**src/rtl/core/akd_pkg.sv**
```systemverilog
package akd_pkg;

  // Default build parameters.
  localparam int SAMPLE_BITS_DEF = 16;
  localparam int COUNT_BITS_DEF  = 16;
  localparam int TIME_BITS_DEF   = 32;
  localparam int MAX_KEYS_DEF    = 4;

  // Fixed field and register widths.
  localparam int RAW_W     = 16;
  localparam int STAMP_W   = 32;
  localparam int KEY_W     = 3;
  localparam int REPEAT_W  = 16;
  localparam int SUM_W     = 32;
  localparam int CFG_IDX_W = 3;
  localparam int CFG_DAT_W = 16;
  localparam int NUM_THR   = 4;

  // Register indexes on the configuration port.
  typedef enum logic [CFG_IDX_W-1:0] {
    REG_BUTTON_COUNT = 3'd0,
    REG_THRESHOLD_1  = 3'd1,
    REG_THRESHOLD_2  = 3'd2,
    REG_THRESHOLD_3  = 3'd3,
    REG_THRESHOLD_4  = 3'd4,
    REG_DEBOUNCE     = 3'd5
  } cfg_reg_e;

  // Request actions and result kinds.
  localparam logic ACT_SAMPLE  = 1'b0;
  localparam logic ACT_POLL    = 1'b1;
  localparam logic KIND_CLICK  = 1'b0;
  localparam logic KIND_POLL   = 1'b1;

  // Register values after reset.
  localparam logic [KEY_W-1:0]     BUTTON_COUNT_RST = 3'd4;
  localparam logic [CFG_DAT_W-1:0] THRESHOLD_1_RST  = 16'd800;
  localparam logic [CFG_DAT_W-1:0] THRESHOLD_2_RST  = 16'd600;
  localparam logic [CFG_DAT_W-1:0] THRESHOLD_3_RST  = 16'd400;
  localparam logic [CFG_DAT_W-1:0] THRESHOLD_4_RST  = 16'd300;
  localparam logic [CFG_DAT_W-1:0] DEBOUNCE_RST     = 16'd50;

  typedef struct packed {
    logic [KEY_W-1:0]                   button_count;
    logic [NUM_THR-1:0][CFG_DAT_W-1:0]  threshold;
    logic [CFG_DAT_W-1:0]               debounce_time;
  } cfg_t;

  typedef struct packed {
    logic               action;
    logic [RAW_W-1:0]   raw_sample;
    logic [STAMP_W-1:0] sample_time;
  } in_item_t;

  typedef struct packed {
    logic                result_kind;
    logic [KEY_W-1:0]    button;
    logic [REPEAT_W-1:0] repeat_count;
  } out_item_t;

  // Status of the serial divider.
  typedef struct packed {
    logic busy;
    logic done;
  } div_status_t;

  // Sequencer states.
  typedef enum logic [4:0] {
    ST_IDLE  = 5'b00001,
    ST_TIME  = 5'b00010,
    ST_DIV   = 5'b00100,
    ST_CLASS = 5'b01000,
    ST_EMIT  = 5'b10000
  } state_e;

endpackage

```
**src/rtl/core/analog_ladder_key_decoder.sv**
```systemverilog
// One request is worked on at a time: the input stalls while the sequencer is not idle.
// A release sample is handled in idle. A poll answer goes straight to the emit state; a
// sample that extends a press goes to the time check and, once the debounce time is past,
// via the 32-step bit-serial sum/count divider and the classify state to the emit state.
// The output register holds one result while the next request is worked on.
// Reset (rst_ni low, asynchronous) restores register defaults and clears control state.
module analog_ladder_key_decoder #(
  parameter int SAMPLE_BITS = akd_pkg::SAMPLE_BITS_DEF,
  parameter int COUNT_BITS  = akd_pkg::COUNT_BITS_DEF,
  parameter int TIME_BITS   = akd_pkg::TIME_BITS_DEF,
  parameter int MAX_KEYS    = akd_pkg::MAX_KEYS_DEF
) (
  input  logic                          clk_i,
  input  logic                          rst_ni,
  input  logic                          cfg_we_i,
  input  logic [akd_pkg::CFG_IDX_W-1:0] cfg_addr_i,
  input  logic [akd_pkg::CFG_DAT_W-1:0] cfg_wdata_i,
  input  logic                          in_valid_i,
  output logic                          in_stall_o,
  input  akd_pkg::in_item_t             in_data_i,
  output logic                          out_valid_o,
  input  logic                          out_stall_i,
  output akd_pkg::out_item_t            out_data_o
);
  import akd_pkg::*;

  localparam logic [KEY_W-1:0]    KEYS_MAX = KEY_W'(MAX_KEYS);
  localparam logic [REPEAT_W-1:0] REP_MAX  = '1;

  cfg_t        cfg;
  div_status_t div_stat;
  logic [SUM_W-1:0] avg;

  state_e                state_q, state_d;
  logic [SUM_W-1:0]      sum_q, sum_d;
  logic [COUNT_BITS-1:0] cnt_q, cnt_d;
  logic [TIME_BITS-1:0]  start_q, start_d;
  logic [TIME_BITS-1:0]  now_q, now_d;
  logic [KEY_W-1:0]      last_q, last_d;
  logic [REPEAT_W-1:0]   rep_q, rep_d;
  out_item_t             pend_q, pend_d;
  logic                  out_valid_q, out_valid_d;
  out_item_t             out_q, out_d;

  logic                   accept;
  logic                   div_start;
  logic                   out_free;
  logic [KEY_W-1:0]       keys;
  logic [1:0]             gate_idx;
  logic [CFG_DAT_W-1:0]   gate;
  logic [SAMPLE_BITS-1:0] raw_eff;
  logic [RAW_W-1:0]       raw_ext;
  logic [SUM_W:0]         sum_add;
  logic [TIME_BITS-1:0]   elapsed;
  logic [KEY_W-1:0]       key;

  akd_cfg_regs u_cfg (
    .clk_i       (clk_i),
    .rst_ni      (rst_ni),
    .cfg_we_i    (cfg_we_i),
    .cfg_addr_i  (cfg_addr_i),
    .cfg_wdata_i (cfg_wdata_i),
    .cfg_o       (cfg)
  );

  akd_serial_div #(
    .DIVIDEND_W (SUM_W),
    .DIVISOR_W  (COUNT_BITS)
  ) u_div (
    .clk_i      (clk_i),
    .rst_ni     (rst_ni),
    .start_i    (div_start),
    .dividend_i (sum_q),
    .divisor_i  (cnt_q),
    .quotient_o (avg),
    .status_o   (div_stat)
  );

  // Keys in use, clamped to 1..MAX_KEYS; the last threshold in use gates a press.
  always_comb begin
    if (cfg.button_count == '0) begin
      keys = KEY_W'(1);
    end else if (cfg.button_count > KEYS_MAX) begin
      keys = KEYS_MAX;
    end else begin
      keys = cfg.button_count;
    end
    gate_idx = 2'(keys - 1'b1);
    gate     = cfg.threshold[gate_idx];
  end

  assign raw_eff  = in_data_i.raw_sample[SAMPLE_BITS-1:0];
  assign raw_ext  = RAW_W'(raw_eff);
  assign sum_add  = {1'b0, sum_q} + (SUM_W + 1)'(raw_eff);
  assign elapsed  = now_q - start_q;
  assign accept   = in_valid_i && !in_stall_o;
  assign out_free = !out_valid_q || !out_stall_i;

  // Classify the average: the first threshold in list order that it reaches wins.
  always_comb begin
    key = '0;
    for (int i = NUM_THR - 1; i >= 0; i--) begin
      if ((KEY_W'(i) < keys) && (avg >= SUM_W'(cfg.threshold[i]))) begin
        key = KEY_W'(keys - KEY_W'(i));
      end
    end
    if (avg <= SUM_W'(gate)) begin
      key = '0;
    end
  end

  // Request sequencer.
  always_comb begin
    state_d   = state_q;
    sum_d     = sum_q;
    cnt_d     = cnt_q;
    start_d   = start_q;
    now_d     = now_q;
    last_d    = last_q;
    rep_d     = rep_q;
    pend_d    = pend_q;
    div_start = 1'b0;
    unique case (state_q)
      ST_IDLE: begin
        if (accept) begin
          if (in_data_i.action == ACT_POLL) begin
            pend_d.result_kind  = KIND_POLL;
            pend_d.button       = last_q;
            pend_d.repeat_count = '0;
            last_d              = '0;
            state_d             = ST_EMIT;
          end else if (raw_ext <= gate) begin
            sum_d = '0;
            cnt_d = '0;
            rep_d = '0;
          end else begin
            now_d = TIME_BITS'(in_data_i.sample_time);
            if (cnt_q == '0) begin
              start_d = TIME_BITS'(in_data_i.sample_time);
            end
            if (cnt_q != '1) begin
              sum_d = sum_add[SUM_W] ? '1 : sum_add[SUM_W-1:0];
              cnt_d = cnt_q + 1'b1;
            end
            state_d = ST_TIME;
          end
        end
      end
      ST_TIME: begin
        if (elapsed > TIME_BITS'(cfg.debounce_time)) begin
          div_start = 1'b1;
          state_d   = ST_DIV;
        end else begin
          state_d = ST_IDLE;
        end
      end
      ST_DIV: begin
        if (div_stat.done) begin
          state_d = ST_CLASS;
        end
      end
      ST_CLASS: begin
        pend_d.result_kind = KIND_CLICK;
        pend_d.button      = key;
        if (key == last_q) begin
          rep_d = (rep_q != REP_MAX) ? rep_q + 1'b1 : rep_q;
          pend_d.repeat_count = (rep_q != REP_MAX) ? rep_q + 1'b1 : rep_q;
        end else begin
          last_d              = key;
          rep_d               = REPEAT_W'(1);
          pend_d.repeat_count = REPEAT_W'(1);
        end
        sum_d   = '0;
        cnt_d   = '0;
        state_d = ST_EMIT;
      end
      ST_EMIT: begin
        if (out_free) begin
          state_d = ST_IDLE;
        end
      end
      default: state_d = ST_IDLE;
    endcase
  end

  // Output register: loaded from the pending result when free.
  always_comb begin
    out_valid_d = out_valid_q;
    out_d       = out_q;
    if (out_valid_q && !out_stall_i) begin
      out_valid_d = 1'b0;
    end
    if ((state_q == ST_EMIT) && out_free) begin
      out_valid_d = 1'b1;
      out_d       = pend_q;
    end
  end

  always_ff @(posedge clk_i or negedge rst_ni) begin
    if (!rst_ni) begin
      state_q     <= ST_IDLE;
      sum_q       <= '0;
      cnt_q       <= '0;
      start_q     <= '0;
      last_q      <= '0;
      rep_q       <= '0;
      out_valid_q <= 1'b0;
    end else begin
      state_q     <= state_d;
      sum_q       <= sum_d;
      cnt_q       <= cnt_d;
      start_q     <= start_d;
      last_q      <= last_d;
      rep_q       <= rep_d;
      out_valid_q <= out_valid_d;
    end
  end

  always_ff @(posedge clk_i) begin
    now_q  <= now_d;
    pend_q <= pend_d;
    out_q  <= out_d;
  end

  assign in_stall_o  = (state_q != ST_IDLE);
  assign out_valid_o = out_valid_q;
  assign out_data_o  = out_q;

  // The divider only runs while the sequencer waits for it.
  a_div_owned: assert property (@(posedge clk_i) disable iff (!rst_ni)
    div_stat.busy |-> (state_q == ST_DIV))
    else $error("divider busy outside the divide state");

  // Every sample added to the sum is non-zero, so sum and count clear together.
  a_sum_count: assert property (@(posedge clk_i) disable iff (!rst_ni)
    (cnt_q == '0) == (sum_q == '0))
    else $error("sample sum and sample count disagree");

  // A pending result is handed to the output register once it is free.
  a_emit_load: assert property (@(posedge clk_i) disable iff (!rst_ni)
    ((state_q == ST_EMIT) && out_free) |=> (out_valid_o && (state_q == ST_IDLE)))
    else $error("pending result not loaded");

  // A click never names a key beyond those in use.
  a_click_key: assert property (@(posedge clk_i) disable iff (!rst_ni)
    (state_q == ST_CLASS) |-> (key <= keys))
    else $error("decoded key out of range");

endmodule

```
**src/rtl/core/akd_cfg_regs.sv**
```systemverilog
module akd_cfg_regs (
  input  logic                          clk_i,
  input  logic                          rst_ni,
  input  logic                          cfg_we_i,
  input  logic [akd_pkg::CFG_IDX_W-1:0] cfg_addr_i,
  input  logic [akd_pkg::CFG_DAT_W-1:0] cfg_wdata_i,
  output akd_pkg::cfg_t                 cfg_o
);
  import akd_pkg::*;

  cfg_t cfg_q, cfg_d;

  // Decode the register index; unknown indexes are ignored.
  always_comb begin
    cfg_d = cfg_q;
    if (cfg_we_i) begin
      unique case (cfg_addr_i)
        REG_BUTTON_COUNT: cfg_d.button_count  = cfg_wdata_i[KEY_W-1:0];
        REG_THRESHOLD_1:  cfg_d.threshold[0]  = cfg_wdata_i;
        REG_THRESHOLD_2:  cfg_d.threshold[1]  = cfg_wdata_i;
        REG_THRESHOLD_3:  cfg_d.threshold[2]  = cfg_wdata_i;
        REG_THRESHOLD_4:  cfg_d.threshold[3]  = cfg_wdata_i;
        REG_DEBOUNCE:     cfg_d.debounce_time = cfg_wdata_i;
        default: ;
      endcase
    end
  end

  always_ff @(posedge clk_i or negedge rst_ni) begin
    if (!rst_ni) begin
      cfg_q.button_count  <= BUTTON_COUNT_RST;
      cfg_q.threshold[0]  <= THRESHOLD_1_RST;
      cfg_q.threshold[1]  <= THRESHOLD_2_RST;
      cfg_q.threshold[2]  <= THRESHOLD_3_RST;
      cfg_q.threshold[3]  <= THRESHOLD_4_RST;
      cfg_q.debounce_time <= DEBOUNCE_RST;
    end else begin
      cfg_q <= cfg_d;
    end
  end

  assign cfg_o = cfg_q;

endmodule

```
**src/rtl/core/akd_serial_div.sv**
```systemverilog
module akd_serial_div #(
  parameter int DIVIDEND_W = akd_pkg::SUM_W,
  parameter int DIVISOR_W  = akd_pkg::COUNT_BITS_DEF
) (
  input  logic                  clk_i,
  input  logic                  rst_ni,
  input  logic                  start_i,
  input  logic [DIVIDEND_W-1:0] dividend_i,
  input  logic [DIVISOR_W-1:0]  divisor_i,
  output logic [DIVIDEND_W-1:0] quotient_o,
  output akd_pkg::div_status_t  status_o
);
  import akd_pkg::*;

  localparam int CNT_W = $clog2(DIVIDEND_W);
  localparam logic [CNT_W-1:0] LAST_STEP = CNT_W'(DIVIDEND_W - 1);

  logic [DIVISOR_W-1:0]  rem_q, rem_d;
  logic [DIVISOR_W-1:0]  den_q, den_d;
  logic [DIVIDEND_W-1:0] quo_q, quo_d;
  logic [CNT_W-1:0]      step_q, step_d;
  logic                  busy_q, busy_d;
  logic                  done_q, done_d;
  logic [DIVISOR_W:0]    trial;
  logic [DIVISOR_W:0]    diff;
  logic                  fits;

  // One quotient bit per cycle: the dividend shifts out at the top while
  // quotient bits shift in at the bottom of the same register.
  always_comb begin
    trial  = {rem_q, quo_q[DIVIDEND_W-1]};
    fits   = trial >= {1'b0, den_q};
    diff   = trial - {1'b0, den_q};
    rem_d  = rem_q;
    den_d  = den_q;
    quo_d  = quo_q;
    step_d = step_q;
    busy_d = busy_q;
    done_d = 1'b0;
    if (start_i) begin
      rem_d  = '0;
      den_d  = divisor_i;
      quo_d  = dividend_i;
      step_d = '0;
      busy_d = 1'b1;
    end else if (busy_q) begin
      rem_d  = fits ? diff[DIVISOR_W-1:0] : trial[DIVISOR_W-1:0];
      quo_d  = {quo_q[DIVIDEND_W-2:0], fits};
      step_d = step_q + 1'b1;
      if (step_q == LAST_STEP) begin
        busy_d = 1'b0;
        done_d = 1'b1;
      end
    end
  end

  always_ff @(posedge clk_i or negedge rst_ni) begin
    if (!rst_ni) begin
      busy_q <= 1'b0;
      done_q <= 1'b0;
      step_q <= '0;
    end else begin
      busy_q <= busy_d;
      done_q <= done_d;
      step_q <= step_d;
    end
  end

  always_ff @(posedge clk_i) begin
    rem_q <= rem_d;
    den_q <= den_d;
    quo_q <= quo_d;
  end

  assign quotient_o    = quo_q;
  assign status_o.busy = busy_q;
  assign status_o.done = done_q;

endmodule

```
**config.mk**
```make
export PLATFORM = sky130hd
export DESIGN_NAME = analog_ladder_key_decoder
export DESIGN_NICKNAME = d
export VERILOG_FILES = /design/src/rtl/core/akd_pkg.sv /design/src/rtl/core/analog_ladder_key_decoder.sv /design/src/rtl/core/akd_cfg_regs.sv /design/src/rtl/core/akd_serial_div.sv
export SDC_FILE = /design/constraint.sdc
export NUM_CORES = 1
export LEC_CHECK = 0
export BUFFER_PORTS_ARGS = -buffer_cell sky130_fd_sc_hd__buf_2
export CAP_MARGIN = 5
export CORE_MARGIN = 5
export CORE_UTILIZATION = 45
export DETAILED_ROUTE_END_ITERATION = 16
export SLEW_MARGIN = 30
export SYNTH_ARGS = -nofsm -noshare
export SYNTH_HDL_FRONTEND = slang
export SYNTH_SLANG_ARGS = --single-unit
export TNS_END_PERCENT = 5
```
**constraint.sdc**
```tcl
create_clock -name clk_i -period 7.1 [get_ports clk_i]
set_input_delay 1.42 -clock clk_i [delete_from_list [all_inputs] [get_ports clk_i]]
set_output_delay 1.42 -clock clk_i [all_outputs]
set_load 0.05 [all_outputs]
```
---- Yosys cells after proc, flatten, opt, wreduce, memory -nomap -nowiden ----
Index checks and enable logic that the tools add are counted.
storage, ports and cells
  flip-flop bits (word level) ............. 331
  input bits .............................. 73
  word-level logic and storage cells ...... 160
cells by class
  add/subtract/negate cells ............... 9
  order comparisons ....................... 14
  equal/unequal tests ..................... 24
  multiplexer cells ....................... 55
  bitwise logic cells ..................... 2
  reduce and logical (&&, ||, !) cells .... 30
operators with widths
  kind                                            count
  two-way mux 32 bit                              7
  two-way mux 16 bit                              11
  >= comparator 32 x 16 -> 1 bit                  4
  case mux 16 bit (2 select lines)                2
  case mux 32 bit (2 select lines)                1
  two-way mux 20 bit                              2
  case mux 20 bit (2 select lines)                1
  two-way mux 5 bit                               7
  adder 32 x 16 -> 33 bit                         1
  two-way mux 3 bit                               11
  adder 16 x 1 -> 16 bit (second input constant)  2
  binary-select mux 16 bit (select 2 bit)         1
  > comparator 32 x 16 -> 1 bit                   1
  <= comparator 32 x 16 -> 1 bit                  1
  != test 16 bit (second input constant)          2
  subtractor 32 bit                               1
  case mux 5 bit (5 select lines)                 1
  AND reduction 4 bit                             5
  >= comparator 17 x 16 -> 1 bit                  1
  <= comparator 16 bit                            1
  zero test 16 bit                                1
  subtractor 16 bit                               1
  != test 2 bit (second input constant)           6
  AND reduction 2 bit                             6
  other kinds (29)                                57

---- Depth between registers and ports, before layout ----
Gate-level depths: netlist of run 1.
  word-level depth ........................ 13
  gate-level depth with buffers ........... 23
  mapped depth without buffers ............ 21

---- Hierarchy ----
A second synthesis of run 1 with hierarchy kept.
second synthesis, totals
  cells, all modules ...................... 1914
  area total of the unflattened synthesis .. 20129.3 µm²
modules (own cells, without submodules)
  module                     instances  cells each  area an instance (µm²)  sequential area each (µm²)
  analog_ladder_key_decoder  1          1412        13031.2                 4790.8
  akd_serial_div             1          322         3752.3                  1936.9
  akd_cfg_regs               1          180         3345.7                  2099.5

---- Worst setup path before layout of run 1 ----
Ideal clock, no wire load.
  path kind ............................... register to register
  start point ............................. reg u_cfg.cfg_q, in the netlist u_cfg.cfg_o[81]
  end point ............................... reg start_q[10]
  data arrival time ....................... 6436 ps
  required time ........................... 6975 ps
  path slack .............................. 540 ps
  cell stages (with the launch flop) ...... 19
  path buffers ............................ 4
  period minus slack after synthesis ...... 6560 ps
  path through ............................ dfrtp_1 a21oi_1 clkbuf_1 ha_1 clkbuf_1 buf_1 mux4_2 inv_1 ha_1 a21o_1 a21o_1 a211o_1 o211ai_1 a21oi_1 o31ai_1 nor2_1 nand4_1 clkbuf_1 mux2_2
on the way
  longest elaborated chain between the ends .. 9
  elaborated cells between the ends (all ways) .. 10
  classes of those cells .................. 1 x add/sub; 2 x order compare; 4 x mux; 1 x bitwise; 2 x reduce/logical
RTL lines
  element                                       RTL line                          source
  start, declared                               akd_cfg_regs.sv:11                cfg_t cfg_q, cfg_d;
  start signal, assigned                        akd_cfg_regs.sv:38                cfg_q <= cfg_d;
  > comparator 3 bit                            analog_ladder_key_decoder.sv:83   end else if (cfg.button_count > KEYS_MAX) begin
  two-way mux 3 bit                             analog_ladder_key_decoder.sv:83
  two-way mux 3 bit (*)                         analog_ladder_key_decoder.sv:81   if (cfg.button_count == '0) begin
  subtractor 3 x 1 -> 3 bit (*)                 n/a
  binary-select mux 16 bit (select 2 bit) (*)   analog_ladder_key_decoder.sv:89   gate = cfg.threshold[gate_idx];
  two-way mux 16 bit (implied by the code) (*)  analog_ladder_key_decoder.sv:89
  <= comparator 16 bit (*)                      analog_ladder_key_decoder.sv:132  end else if (raw_ext <= gate) begin
  NOT 1 bit (no source line) (*)                n/a
  AND reduction 5 bit (no source line) (*)      n/a
  end signal, assigned                          analog_ladder_key_decoder.sv:212  start_q <= start_d;
  end, declared                                 analog_ladder_key_decoder.sv:37   logic [TIME_BITS-1:0] start_q, start_d;
Mark *: on every way between the ends. The rest lies on a longest branch, timed or not. The select of a mux whose other input is x is not followed.
A chain may end at the register's enable or synchronous reset.

---- Worst setup path after layout of run 1 ----
  start point ............................. reg start_q[4]
  end point ............................... reg u_div.quo_q[5], in the netlist u_div.quotient_o[5] (data pin)
on the way
  longest elaborated chain between the ends .. 5
RTL lines
  element                        RTL line                          source
  subtractor 32 bit              analog_ladder_key_decoder.sv:95   assign elapsed = now_q - start_q;
  > comparator 32 x 16 -> 1 bit  analog_ladder_key_decoder.sv:150  if (elapsed > TIME_BITS'(cfg.debounce_time)) begin
  two-way mux 1 bit              analog_ladder_key_decoder.sv:150
  two-way mux 1 bit              analog_ladder_key_decoder.sv:123  unique case (state_q)
  two-way mux 32 bit             akd_serial_div.sv:40              if (start_i) begin
  named net u_div.quo_d[5]       akd_serial_div.sv:20              logic [DIVIDEND_W-1:0] quo_q, quo_d;
  end signal, assigned           akd_serial_div.sv:72              quo_q <= quo_d;
  end, declared                  akd_serial_div.sv:20
The timed path passes the listed nets, and every way through them passes these cells.

==> flow_metrics.tcl, run 1 <==
set metrics [dict create \
    power.share.switching_pct 38.19 \
    intPower_uw 5560 \
    reg2reg_depth 19 \
    hold_viol 0 \
    cp.required_ps 7400 \
    critPathLaunchType "flip-flop" \
    drv_slew 0 \
    nFillCells 4019 \
    slew-limit-headroom_pct 37.93 \
    drive_above_1_share_pct 16.16 \
    dr_total_vias 14840 \
    num_rows 77 \
    grt_usage_pct 19.53 \
    asyncSetResetFlopFracSynth_pct 58.91 \
    ys.flop_type "dfrtp_1" \
    hold_buffers 0 \
    ys_ff_latch 331 \
    yosysMostFrequentCell "nand2_1" \
    clkTransAtPathRegs_ps 60 \
    max_stage_delay_ps 540 \
    peakVddDrop_mv 0.2316 \
    syn-instance-count 1968 \
    period_share_pct 79.55 \
    yosysWarnings 0 \
    die_area_um2 48930 \
    cts_resized 0 \
    power.density_nw_per_um2 398.3 \
    area_growth_syn_to_layout_pct 12.53 \
    start_util_pct 45.49 \
    path_cells "inv_1 -> ha_1 -> o211ai_1 -> a21oi_1 -> o211ai_2 -> o31ai_1 -> xor2_1 -> ha_1 -> and3_1 -> nand4_1 -> nor3_1 -> a31oi_1 -> a2111o_1 -> a211oi_1 -> and4_1 -> nand4_1 -> o21ai_4 -> inv_6 -> mux2_4" \
    holdWs_ps 417.8 \
    critPathKind "flip-flop to flip-flop" \
    synth.net_count 2228 \
    fin_crit_ps 5648 \
    met1_usage_pct 26.02 \
    seqPwrFrac_pct 32.5 \
    gr-total-overflow 0 \
    cap_violations 0 \
    p_clk_share_pct 23.1 \
    ys_seq_area_share_pct 43.98 \
    hold_path.class "flip-flop to flip-flop" \
    dr.first_iter.drc_count 763 \
    syn_area_per_cell_um2 10.20 \
    place_area_um2 21230 \
    yosys.area.top_type "dfrtp_1" \
    path_max_fanout 67 \
    yosys-top-cells-area "dfrtp_1, edfxtp_1, ha_1" \
    crit_path_end_kind "flip-flop" \
    antenna_found_initial 7 \
    setup_tns_ps 0 \
    cp.arrival_ps 5950 \
    h-tree-depth 2 \
    p_leak_uw 0.01002 \
    critPathTopFamily "compound AO/OA/AOI/OAI gates" \
    synth_common_cells "nand2_1, ha_1, inv_1, dfrtp_1, o21ai_0" \
    synth-edff-count 120 \
    antenna_left 0 \
    tightest_slew_ps 930.0 \
    post_cts_buffers 0 \
    cts_buffer_depth 3 \
    ios 95 \
    core_area_um2 44120 \
    gp_congestion 0.8335 \
    first_pass_iters 5 \
    clk_latency_ps 560 \
    met2_usage_pct 33.13 \
    syn_area_um2 20070 \
    min_path_cells 0 \
    synth_top_cell_area_share_pct 21.94 \
    cp_slowest_cell "o31ai_1" \
    wl_um 48310 \
    grt_pass1_vias 15060 \
    cp.depth 19 \
    nNetsFinal 2321 \
    maxClockFrequency_mhz 177.1 \
    grt_max_degree 97 \
    clock_sinks 331 \
    cts_root_buf "clkbuf_16" \
    comb_power_share_pct 44.3 \
    rsz0062_at_grt "no" \
    finClkSkew_ps 27.56 \
    viasPerCell 5.527 \
    hpwl_um 35270 \
    switching_power_uw 3435 \
    path_buf_inv 2 \
    wire_per_inst_um 17.99 \
    drc 0 \
    die_y_um 221.2 \
    setup_viol 0 \
    portBuffers 94 \
    use_met3_pct 2.823 \
    status "finished, final reports clean" \
    top_usage_layer "met2" \
    fp.dieW_um 221.2 \
    ys_types 83 \
    fin_area_um2 22590 \
    grt_first_pass_wirelength_um 79350 \
    cts_buffers 39 \
    cts_tree "done" \
]
[cell type report]
type                            instances  area, um^2  area share (%)
Timing Repair Buffer                  113       645.6           2.859
Clock inverter                         20       236.5           1.047
Antenna cell                            2       5.005         0.02216
Multi-Input combinational cell       1393       10340           45.80
Inverter                              183       691.9           3.064
Sequential cell                       331        8827           39.08
Tap cell                              592       740.7           3.280
Clock buffer                           51        1094           4.842
[stage by stage]
stage | total power [uW] | std cells | setup WS [ps] | utilization (%)
floorplan | 5874 | 1968 | 539.6 | -
global placement | 6801 | 2611 | 1377 | 48.03
detailed placement | 6916 | 2612 | 1345 | 48.11
CTS | 9059 | 2683 | 1325 | 51.12
global route | 9714 | 2683 | 1051 | 51.17
finish | 8996 | 2685 | 1452 | 51.19
[flip-flops by register name, indices dropped and copies added (netlist names), 20 cells and up]
register / cells
pend_q: 20
start_q: 32
u_cfg.cfg_o: 83
out_data_o: 20
u_div.quotient_o: 32
sum_q: 32
now_q: 32
[logic make-up (layout without fill, tap and decap cells)]
family                   count (synthesis)  count (layout)  share of synthesized area, %
AO/OA/AOI/OAI                          471             471                         15.30
XOR/XNOR                                71              71                         3.098
adder cells (fa/ha/maj)                187             187                         11.77
buffers and inverters                  244             367                         4.788
flip-flops                             331             331                         43.98
multiplexers                           125             125                         8.335
other                                    0               2                             0
AND/OR/NAND/NOR                        539             539                         12.72
[cells in the final DEF, fill, tap and decap left out, drive strengths merged, types with 19 or more instances in the layout]
master  count
o21a       20
o211ai     30
a211oi     30
ha        184
nand4      32
nand2b     24
nand3      36
mux2       99
and3       25
xor2       34
nand2     193
clkbuf     52
nor2b      20
dfstp      19
xnor2      37
buf       112
o21ai     153
a21oi      92
inv       184
nor2      113
a21o       42
dfrtp     176
edfxtp    120
nor3       40
[final timing paths]
kind | start | to | slack, ps
min in group asynchronous | rst_ni | sum_q[21] | 930
setup / recovery | start_q[4] | u_div.quotient_o[5] | 1450
hold / removal | pend_q[14] | out_data_o[14] | 420
max in group asynchronous | rst_ni | state_q[2] | 4860
setup reg to reg | start_q[4] | u_div.quotient_o[5] | 1450
hold reg to reg | pend_q[14] | out_data_o[14] | 420
[power groups by stage]
stage	combinational [uW]	sequential, uW	clock, uW
4_1_cts	4000	2930	2130
5_1_grt	4530	2990	2200
3_3_place_gp	3850	2950	0
3_5_place_dp	3960	2950	0
6_report	3990	2930	2080
2_1_floorplan	3040	2830	0
[per-layer routing]
layer	wire [um]	up-vias
met5	33	-
met4	1293	6
met3	1871	88
met2	23280	268
met1	21830	7154
li1	-	7324
Power figures use the tool's default switching activity.
==> inputs of run 2 (changes only) <==
==> constraint.sdc (replaced) <==
create_clock -name clk_i -period 5.25 [get_ports clk_i]
set_input_delay 1.05 -clock clk_i [delete_from_list [all_inputs] [get_ports clk_i]]
set_output_delay 1.05 -clock clk_i [all_outputs]
set_load 0.05 [all_outputs]
==> run 2 against run 1 <==
Against the previous run: global-route usage barely moved; non-clock buffer count rose by 9; worst setup slack got worse by 1200 ps; die area did not move; sequential power rose by 35%; critical path depth rose by 2; largest power group unchanged; highest routed layer unchanged.
==> flow_metrics.tcl, run 2 (synthesized netlist as in run 1, its figures left out) <==
set metrics [dict create \
    holdWs_ps 419.8 \
    drv_slew 0 \
    power.density_nw_per_um2 532.1 \
    r2r_end "u_div.quotient_o[18]" \
    h-tree-depth 2 \
    die_y_um 221.2 \
    start_util_pct 45.49 \
    critPathLaunchType "flip-flop" \
    finClkSkew_ps 28.72 \
    cts_buffers 40 \
    tightest_slew_ps 893.4 \
    dr_total_vias 15000 \
    postLayoutCoreUtil_pct 51.30 \
    post_cts_buffers 0 \
    ios 95 \
    dr.first_iter.drc_count 919 \
    holdPathEnd "out_data_o[13]" \
    die_area_um2 48930 \
    drc 0 \
    core_area_um2 44120 \
    gr-total-overflow 0 \
    cp.required_ps 5540 \
    clock_sinks 331 \
    fin_crit_ps 4972 \
    cp.arrival_ps 5270 \
    viasPerCell 5.561 \
    reg2reg_depth 21 \
    timing.rr.start "now_q[0]" \
    fp.dieW_um 221.2 \
    nNetsFinal 2331 \
    portBuffers 94 \
    grt_usage_pct 19.57 \
    slew-limit-headroom_pct 40.04 \
    p_leak_uw 0.01005 \
    peakVddDrop_mv 0.3911 \
    rsz0062_at_grt "no" \
    hpwl_um 35280 \
    crit_path_end_kind "flip-flop" \
    hold_path.class "flip-flop to flip-flop" \
    clkTransAtPathRegs_ps 60 \
    antenna_left 0 \
    num_rows 77 \
    largest_reg_flops 83 \
    min_path_cells 0 \
    wire_per_inst_um 17.95 \
    status "finished, final reports clean" \
    layout_commonest_cell "nand2_1" \
    antenna_found_initial 8 \
    rrSetupSlack_ps 280 \
    gp_congestion 0.8802 \
    cts_tree "done" \
    grt_first_pass_wirelength_um 79610 \
    cts_root_buf "clkbuf_16" \
    grt_max_degree 100 \
    path_max_fanout 36 \
    cts_buffer_depth 3 \
    grt_pass1_vias 15240 \
    period_share_pct 94.70 \
    drive_above_1_share_pct 16.74 \
    critPathKind "flip-flop to flip-flop" \
    area_growth_syn_to_layout_pct 12.78 \
    layout_common_cells "nand2_1, ha_1, inv_1" \
    dp_cells 2620 \
    hold_start "pend_q[13]" \
    setup_tns_ps 0 \
    maxClockFrequency_mhz 201.1 \
    final_cell_count_no_fill 2698 \
    wl_um 48430 \
    cap_violations 0 \
    first_pass_iters 5 \
    setup_viol 0 \
    nFillCells 4057 \
    clk_latency_ps 570 \
    hold_viol 0 \
]
==> run 2: cell count changes in the layout (fill, tap and decap cells not counted), moves of 2 or more <==
cell	before	now
buf_12	0	4
buf_4	17	22
clkinv_1	6	8
clkbuf_1	7	4
bufinv_16	5	1
inv_6	1	3
clkinv_2	3	8
==> run 2: layout make-up <==
type	count	area, um^2	area share (%)
diodes	3	7.507	0.03317
clock buffers	48	1082	4.781
clock inverters	26	171.4	0.7573
inverters	183	691.9	3.057
multi-input cells	1393	10350	45.73
flip-flops and latches	331	8827	39.00
well taps	592	740.7	3.272
repair buffers	122	763.2	3.372
==> run 2: per-layer routing <==
metal / global-route usage [%] / wire length [um] / vias up
li1: - / - / 7342
met1: 25.79 / 21760 / 7285
met2: 32.81 / 22830 / 280
met3: 3.472 / 2337 / 86
met4: 6.683 / 1454 / 10
met5: 0 / 52 / -
==> run 2: power by group <==
part | internal [uW] | switching, uW
clock | 1520 | 1120
combinational | 2410 | 3040
sequential | 3430 | 526
total | 7360 | 4680
==> run 2: worst max path at each step <==
| stage | startpoint | cells past startpoint | endpoint | slack, ps |
|---|---|---|---|---|
| 4_1_cts | now_q[0] | 22 | u_div.rem_q[10] | 150 |
| 3_3_place_gp | now_q[0] | 21 | u_div.den_q[11] | 240 |
| 5_1_grt | now_q[0] | 21 | u_div.quotient_o[18] | 60 |
| 3_5_place_dp | now_q[0] | 22 | u_div.rem_q[14] | 120 |
| 6_report | now_q[0] | 21 | u_div.quotient_o[18] | 280 |
| 2_1_floorplan | u_cfg.cfg_o[81] | 18 | start_q[10] | 170 |
==> run 2: worst max-delay path, cell delays in order, from the launching register on <==
cell	delay, ps
edfxtp_1	350
inv_1	60
ha_1	140
inv_1	50
fa_1	430
a211oi_2	260
o21ai_1	170
a31o_2	280
a21oi_1	170
xnor2_1	90
ha_1	300
and3_1	150
nand4_1	150
nor3_1	230
a31oi_1	70
a2111o_1	400
a211oi_1	210
and4_1	230
nand4_1	170
o21ai_4	240
inv_6	180
mux2_4	360
==> run 2: stage by stage <==
stage	cell area [um^2]	total power, uW	setup WS (ps)
after floorplan	20090	7954	173.0
after global placement	21310	9239	239.5
after detailed placement	21330	9399	124.7
after CTS	22590	12120	147.4
after global routing	22630	13030	61.84
final	22640	12040	278.4
==> run 2: timing repair <==
item / CTS / global route
setup endpoints to repair: 0 / 61
hold buffers: 0 / 0
resized for setup: 0 / 4
==> inputs of run 3 (changes only) <==
--- a/config.mk
+++ b/config.mk
@@ -10,6 +10,7 @@
 export CORE_MARGIN = 5
 export CORE_UTILIZATION = 45
 export DETAILED_ROUTE_END_ITERATION = 16
+export PLACE_DENSITY = 0.63
 export SLEW_MARGIN = 30
 export SYNTH_ARGS = -nofsm -noshare
 export SYNTH_HDL_FRONTEND = slang
==> constraint.sdc (replaced) <==
create_clock -name clk_i -period 4.6 [get_ports clk_i]
set_input_delay 0.92 -clock clk_i [delete_from_list [all_inputs] [get_ports clk_i]]
set_output_delay 0.92 -clock clk_i [all_outputs]
set_load 0.05 [all_outputs]
==> run 3 against run 2 <==
Against the previous run: largest power group unchanged; sequential share of layout area shrank 1.1 points; combinational power up 22%; hold slack got worse by 2.6 ps; critical path depth increased by 3; register-to-register slack got worse by 350 ps; sequential power up 14%; via count up 1.5%; the flow now finishes with violations (negative setup slack).
==> flow_metrics.tcl, run 3 (synthesized netlist as in run 1, its figures left out) <==
set metrics [dict create \
    cp.arrival_ps 4960 \
    first_pass_iters 5 \
    wire_per_inst_um 17.87 \
    fp.dieW_um 221.2 \
    setup_viol 48 \
    place_area_um2 21650 \
    viasPerCell 5.549 \
    critPathKind "flip-flop to flip-flop" \
    drive_above_1_share_pct 20.23 \
    cts_root_buf "clkbuf_16" \
    cp.required_ps 4890 \
    min_path_cells 0 \
    peakVddDrop_mv 0.4087 \
    grt_pass1_vias 15430 \
    cp_slowest_cell "fa_2" \
    grt_first_pass_wirelength_um 80530 \
    holdWs_ps 417.2 \
    wl_um 49040 \
    nNetsFinal 2380 \
    layout_commonest_cell "nand2_1" \
    setup_slack_ps -67.56 \
    h-tree-depth 2 \
    antenna_left 0 \
    ios 95 \
    hold_viol 0 \
    crit_path_end_kind "flip-flop" \
    num_rows 77 \
    tightest_slew_ps 879.3 \
    slew-limit-headroom_pct 41.38 \
    largest_reg_flops 83 \
    start_util_pct 45.49 \
    hpwl_um 35960 \
    cts_buffer_depth 3 \
    max_stage_delay_ps 360 \
    nFillCells 3996 \
    grt_usage_pct 19.75 \
    hold_buffers 0 \
    path_buf_inv 6 \
    cp.depth 24 \
    maxClockFrequency_mhz 214.2 \
    status "finished, violations left" \
    clkTransAtPathRegs_ps 60 \
    grt_max_degree 99 \
    final_cell_count_no_fill 2744 \
    rsz0062_at_grt "yes" \
    path_max_fanout 15 \
    cts_tree "done" \
    layout_common_cells "nand2_1, ha_1, inv_1" \
    drv_slew 0 \
    drc 0 \
    power.density_nw_per_um2 609.2 \
    critPathTopFamily "compound AO/OA/AOI/OAI gates" \
    area_growth_syn_to_layout_pct 16.09 \
    total_power_uw 14190 \
    gp_congestion 0.8876 \
    critPathLaunchType "flip-flop" \
    failed_checks "negative setup slack" \
    period_share_pct 101.5 \
    gr-total-overflow 0 \
    portBuffers 94 \
    antenna_found_initial 7 \
    finClkSkew_ps 22.94 \
    fin_crit_ps 4668 \
    clk_latency_ps 560 \
    hold_path.class "flip-flop to flip-flop" \
    reg2reg_depth 24 \
    clock_sinks 331 \
    fin_area_um2 23300 \
    cts_buffers 39 \
    cap_violations 0 \
    dr_total_vias 15230 \
    path_cells "inv_1 -> ha_2 -> inv_2 -> fa_2 -> a211oi_4 -> o21ai_2 -> buf_4 -> nand2_2 -> o21ai_2 -> xor2_1 -> ha_1 -> and3_1 -> nand4_1 -> o21a_1 -> a31oi_1 -> a2111o_1 -> a211oi_2 -> and4_1 -> nand4_1 -> o21ai_4 -> buf_12 -> buf_12 -> inv_12 -> mux2_4" \
    die_y_um 221.2 \
    p_leak_uw 0.01037 \
    core_area_um2 44120 \
    dp_cells 2659 \
    dr.first_iter.drc_count 849 \
    die_area_um2 48930 \
]
## run 3: final cells by class
cell class,instances,area [um^2],area share [%]
clock inverter,21,166.4,0.7142
multi-input combinational,1393,10560,45.33
sequential,331,8827,37.89
inverter,183,703.2,3.018
clock buffer,50,1090,4.677
timing repair buffer,170,1179,5.059
tap,592,740.7,3.179
antenna,2,5.005,0.02148
timing repair inverter,2,27.53,0.1181
## run 3: worst paths after layout
| kind | from | end | slack (ps) |
|---|---|---|---|
| hold / removal | pend_q[18] | out_data_o[18] | 420 |
| max in group asynchronous | rst_ni | state_q[0] | 3110 |
| min in group asynchronous | rst_ni | sum_q[26] | 460 |
| hold reg to reg | pend_q[18] | out_data_o[18] | 420 |
| setup / recovery | now_q[0] | u_div.quotient_o[8] | -70 |
| setup reg to reg | now_q[0] | u_div.quotient_o[8] | -70 |
## run 3: worst register-to-register path, cell delays in order (launching register included)
cell and delay [ps]:
edfxtp_1 350, inv_1 60, ha_2 180, inv_2 40, fa_2 360, a211oi_4 260, o21ai_2 130, buf_4 170
nand2_2 70, o21ai_2 80, xor2_1 150, ha_1 300, and3_1 170, nand4_1 120, o21a_1 140, a31oi_1 90
a2111o_1 330, a211oi_2 150, and4_1 210, nand4_1 210, o21ai_4 220, buf_12 140, buf_12 120, inv_12 60
mux2_4 290
## run 3: per-stage QoR
step	utilization (%)	worst slack [ps]	setup TNS (ps)
global placement	49.06	-400.2	-30780
finish	52.80	-67.56	-1697
global route	52.80	-287.8	-21580
floorplan	-	-10.36	-46.50
CTS	52.36	-153.9	-8261
detailed placement	49.08	-514.3	-42340
## run 3: layer usage
metal  routed length (um)  vias to the layer above  GRT usage [%]  part of all wire (%)
met2                23660                      308          33.58                    48
li1                     -                     7448              -                     -
met3                 2352                       88          3.406                   4.8
met1                21640                     7375          25.97                    44
met4                 1333                        8          6.102                   2.7
met5                   52                        -              0                  0.11
## run 3: power by group
group,switching [uW],internal [uW]
combinational,3610,3020
sequential,606,3910
clock,1250,1790
total,5470,8730
## run 3: repair_timing
| item | 4_1_cts | 5_1_grt |
|---|---|---|
| gates cloned | 2 | 0 |
| setup buffers | 8 | 3 |
| gates resized for setup | 22 | 30 |
| pin swaps | 18 | 12 |
| setup endpoints to repair | 110 | 172 |
